File: config.mk
export PLATFORM = sky130hd
export DESIGN_NAME = bpqe_ram
export DESIGN_NICKNAME = d
export VERILOG_FILES = /design/src/sv/bpqe_ram.sv
export SDC_FILE = /design/constraint.sdc
export NUM_CORES = 2
export LEC_CHECK = 0
export ABC_AREA = 1
export BUFFER_PORTS_ARGS = -buffer_cell sky130_fd_sc_hd__buf_2
export CAP_MARGIN = 20
export CORE_MARGIN = 4
export CORE_UTILIZATION = 35
export DETAILED_ROUTE_END_ITERATION = 12
export GPL_TIMING_DRIVEN = 0
export PLACE_DENSITY_LB_ADDON = 0.3
export RECOVER_POWER = 100
export REMOVE_ABC_BUFFERS = 1
export SKIP_CTS_REPAIR_TIMING = 1
export SLEW_MARGIN = 20
export SYNTH_ARGS = -nofsm -noshare
export SYNTH_HDL_FRONTEND = slang
export SYNTH_SLANG_ARGS = --single-unit
File: constraint.sdc
create_clock -name clk -period 3.7 [get_ports clk]
set_input_delay 0.37 -clock clk [delete_from_list [all_inputs] [get_ports clk]]
set_output_delay 0.37 -clock clk [all_outputs]
set_load 0.05 [all_outputs]
File: src/sv/bpqe_ram.sv
// ----------------------------------------------------------------------------
// bpqe_ram
// generic simple dual-port ram, one write and one registered read per cycle
// ----------------------------------------------------------------------------
module bpqe_ram #(
	parameter int WIDTH = 8,
	parameter int DEPTH = 256
) (
	input  logic                     clk,
	input  logic                     we,
	input  logic [$clog2(DEPTH)-1:0] waddr,
	input  logic [WIDTH-1:0]         wdata,
	input  logic [$clog2(DEPTH)-1:0] raddr,
	output logic [WIDTH-1:0]         rdata
);

	logic [WIDTH-1:0] mem_q [DEPTH];

	// write port and registered read port
	always_ff @(posedge clk) begin
		if (we) mem_q[waddr] <= wdata;
		rdata <= mem_q[raddr];
	end

endmodule

## Word level (Yosys, flattened, before mapping)

Memories as Yosys holds them, arrays and structs flattened. A register that Yosys moved wholly into a read port is not among the register bits.
Index checks and enable logic that the tools add are counted.

- Logic and storage cells: 3
- Output and inout bits: 8
- Register bits: 0
- Input port bits: 26
- Memories kept: 1
- RAM bits: 2048

- Muxes and demuxes: 2

Memory list:

| memory | words | bits a word | rd ports | clocked after Yosys merged registers in | write ports | RTL line | text |
|---|---|---|---|---|---|---|---|
| mem_q | 256 | 8 | 1 | 1 | 1 | 17 | `logic [WIDTH-1:0] mem_q [DEPTH];` |

Operator list:

| operator | number |
|---|---|
| $mux 1 | 2 |

## Depth between registers and ports, before layout

- Word-level depth: 2
- Mapped depth: 15
- Mapped depth without buffers: 11

## Least setup slack after synthesis

OpenSTA, ideal clock, no wires.

- Kind: input-to-reg
- From: in we
- To: mem mem_q[162][0] (enable)
- Buffers on the path: 2
- Required time: 3.330 ns
- Stages on the path: 4
- Library setup time: 0.370 ns
- Slack: 1.839 ns
- Arrival time: 1.491 ns
- Cell sequence: clkbuf_1 nand3_1 clkbuf_1 nor2_1

- Word-level cells in the longest chain between the ends: 2

Ends and longest elaborated chain:

| item | RTL line | text |
|---|---|---|
| start: declaration | 10 | `input logic we,` |
| $mux 1 | 21 | `if (we) mem_q[waddr] <= wdata;` |
| $mux 1 (implied by the code) | 21 |  |
| end: declaration | 17 |  |

Every way passes these cells.

==> results.md <==
- Global-route wire length before repair: between 300000 and 400000 µm
- Crit start category: primary input
- Syn_area_per_cell: between 10 and 15 µm²
- Final ANT Viol Nets: 0
- Via/cell ratio: between 5 and 6
- Pre-CTS worst setup slack: -1.45 ns
- Sinks on the clock net: a little over 2000
- Max-cap violation count: 17
- Max Freq: ~270 MHz
- Via count: between 50000 and 60000
- Port buffer count: 33
- Routed len/inst: roughly 22 µm
- Seq/Total Area, Yosys: approximately 74%
- Top post-synthesis cells by area: edfxtp_1 (74%), nand3_1 (12%), nand2_1 (9.6%)
- Comb pwr share: under 10%
- IO Pins: 34
- Initial antenna violation count: 11
- Final net count: just under 7000
- Final Hold Fails: 0
- CTS Buffer Depth: 3
- Switch share: between 20% and 30%
- Failing checks: max-capacitance violations, max-slew violations
- Post-DP Area: between 80000 and 90000 µm²
- Fin Setup TNS: 0 ns
- Final worst setup slack: between 0.06 and 0.07 ns
- Hpwl dp: 125000 µm
- Mapped cell area: around 83000 µm²
- Reg clk slew, reported paths: about 0.060 ns
- Final Instance Area: 92700 µm²
- Minimum clock period: between 3 and 4 ns
- Number of synthesized flops with an enable pin: around 2000
- Peak VDD IR: ~0.43 mV
- DIE HEIGHT: 496 µm
- Critical Path AT: approximately 4.3 ns
- Clock buffer count from CTS: 195
- Post-synth top cells: nand2_1 (2123), edfxtp_1 (2048), nand3_1 (2019), nor2_1 (283), buf_2 (268)
- Fraction of layout cells with a size suffix above 1: 4.93%
- Min-delay worst type: primary input to flip-flop
- Run status: finished, violations left
- Crit-path max FO: 87
- Sequential share of power: between 50 and 60%
- RSZ-0062 raised after global routing: no
- WS Path Type: primary input to flip-flop
- Number of synthesized register bits: between 2000 and 2500
- Core box area: 236000 µm²
- Primary FF master, synth: edfxtp_1
- Synth cell types: 14
- Leak pwr: 31.3 nW
- Die area: between 200000 and 250000 µm²
- PwrDens: 516 nW/µm²
- CTS tree: done
- Rows: between 150 and 200
- Largest net degree at the start of global routing: 175
- Effective utilization at floorplan: a little over a third
- Initial DRC count: between 5000 and 6000
- Layout Skew: about 0.036 ns
- Fill cell count: about 22000
- Slew @ Worst Pin: roughly 3.1 ns
- Vias in the first global route: roughly 50000
- Slew Limit Headroom: -106%
- Global route overflow: 0
- Synth warn: 0
- CP required: roughly 4.4 ns
- Tcrit/Tclk final: between 90% and 100%
- Final core utilization: about 40%
- Count leader, synth: nand2_1
- Clock share of power: approximately 40%
- Die width: approximately 500 µm
- H-tree Lvls: 4
- Area growth, synth to finish: 11.1%
- Kind of end point of the critical path: flip-flop
- Final setup fails: 0
- Routability congestion estimate: roughly 0.8
- Int Power: between 0.03 and 0.04 W
- Residual DRC: 0
- Sw Pwr: roughly 0.011 W
- Clk_lat worst skew: around 0.84 ns
- Share of the synthesized area in the top cell type: around three quarters
- TritonRoute pass-1 iters: 6
- Async S/R FF share, synth: 0%
- Max Transition Viols Final: between 1000 and 1500
- GRT Total Usage: 17.9%
- Root Driver: clkbuf_16
- Mapped Cells: around 7000
- Area leader, netlist: edfxtp_1
- Detailed Route WL: 227000 µm
[sequential cells by signal, indices dropped and copies added, names as in the netlist]
name and cells:
mem_q 2048, rdata 8
[kinds of logic (layout without fill, tap and decap cells)]
logic type	count (synthesis)	count (layout)	synth area share, %
flops	2056	2056	73.9
simple gates	4425	4425	22.9
other cells	0	8	0
buf+inv	522	497	3.12
[critical path: stages]
cell and delay, ns:
buf_8 0.16, buf_12 0.22, buf_12 0.26, inv_8 0.45, buf_16 0.35, buf_12 0.39
nand3_1 0.18, nand3_1 0.13, nand3_1 0.12, nand3_1 0.18, nand3_1 0.26, nand3_1 0.35
nand2_1 0.23, nand2_1 0.11, nand2_1 0.15
[path summary, 6_finish.rpt]
path	startpoint	endpoint	slack, ns	depth (start not counted)
worst max-delay path	raddr[1]	rdata[4]	0.06	15
worst max register to register	mem_q[140][0]	rdata[0]	1.49	10
worst min-delay path	raddr[6]	rdata[3]	0.22	5
worst min register to register	mem_q[20][1]	rdata[1]	1.11	10
[through the flow]
step | hold slack (ns) | std cells | power (W)
3_3_place_gp | 0.844 | 9703 | 0.0296
6_report | 0.216 | 10100 | 0.0478
4_1_cts | -0.103 | 10100 | 0.0481
2_1_floorplan | 0.469 | 6520 | 0.0276
5_1_grt | 0.208 | 10100 | 0.0493
3_5_place_dp | 0.798 | 9769 | 0.0292
[area by class of cell]
cell class / count / area, µm² / area share [%]
clock buffer: 249 / 5150 / 5.55
tap: 3150 / 3940 / 4.25
antenna: 8 / 20.0 / 0.0216
sequential: 2056 / 61700 / 66.5
multi-input combinational: 4425 / 19200 / 20.7
inverter: 39 / 188 / 0.202
clock inverter: 100 / 805 / 0.868
timing repair buffer: 109 / 1780 / 1.92
[layer usage]
metal | wire [µm] | part of all wire [%] | track usage (%)
met1 | 95800 | 42 | 25.0
met5 | 7 | 0.0031 | 0
met3 | 15700 | 6.9 | 2.79
met4 | 8410 | 3.7 | 6.66
met2 | 107000 | 47 | 28.4
[cells in the final DEF, fill, tap and decap left out]
master and instances:
clkinvlp_4 2, inv_6 5, buf_12 11, clkbuf_4 2
clkinv_8 1, buf_8 3, nand2_1 2116, clkinv_1 48
edfxtp_1 2048, inv_2 1, dlymetal6s2s_1 1, inv_4 1
buf_6 1, nand2_2 7, inv_16 1, clkinv_2 30
buf_2 10, inv_1 33, clkinv_4 1, dfxtp_1 8
diode_2 8, buf_16 40, nand3_1 2019, dlygate4sd3_1 4
clkbuf_16 204, inv_8 3, clkbuf_2 7, bufinv_16 13
buf_4 1, clkdlybuf4s25_1 1, clkbuf_1 73, nor2_1 283
[power by group through the flow]
| stage | sequential (W) | combinational [W] | clock (W) |
|---|---|---|---|
| 4_1_cts | 0.0257 | 0.00299 | 0.0194 |
| 6_report | 0.0257 | 0.00297 | 0.0191 |
| 3_3_place_gp | 0.0263 | 0.00334 | 0 |
| 5_1_grt | 0.0257 | 0.00322 | 0.0203 |
| 2_1_floorplan | 0.0262 | 0.00136 | 0 |
| 3_5_place_dp | 0.0262 | 0.00299 | 0 |
No activity file was read; power rests on OpenSTA's default activity.
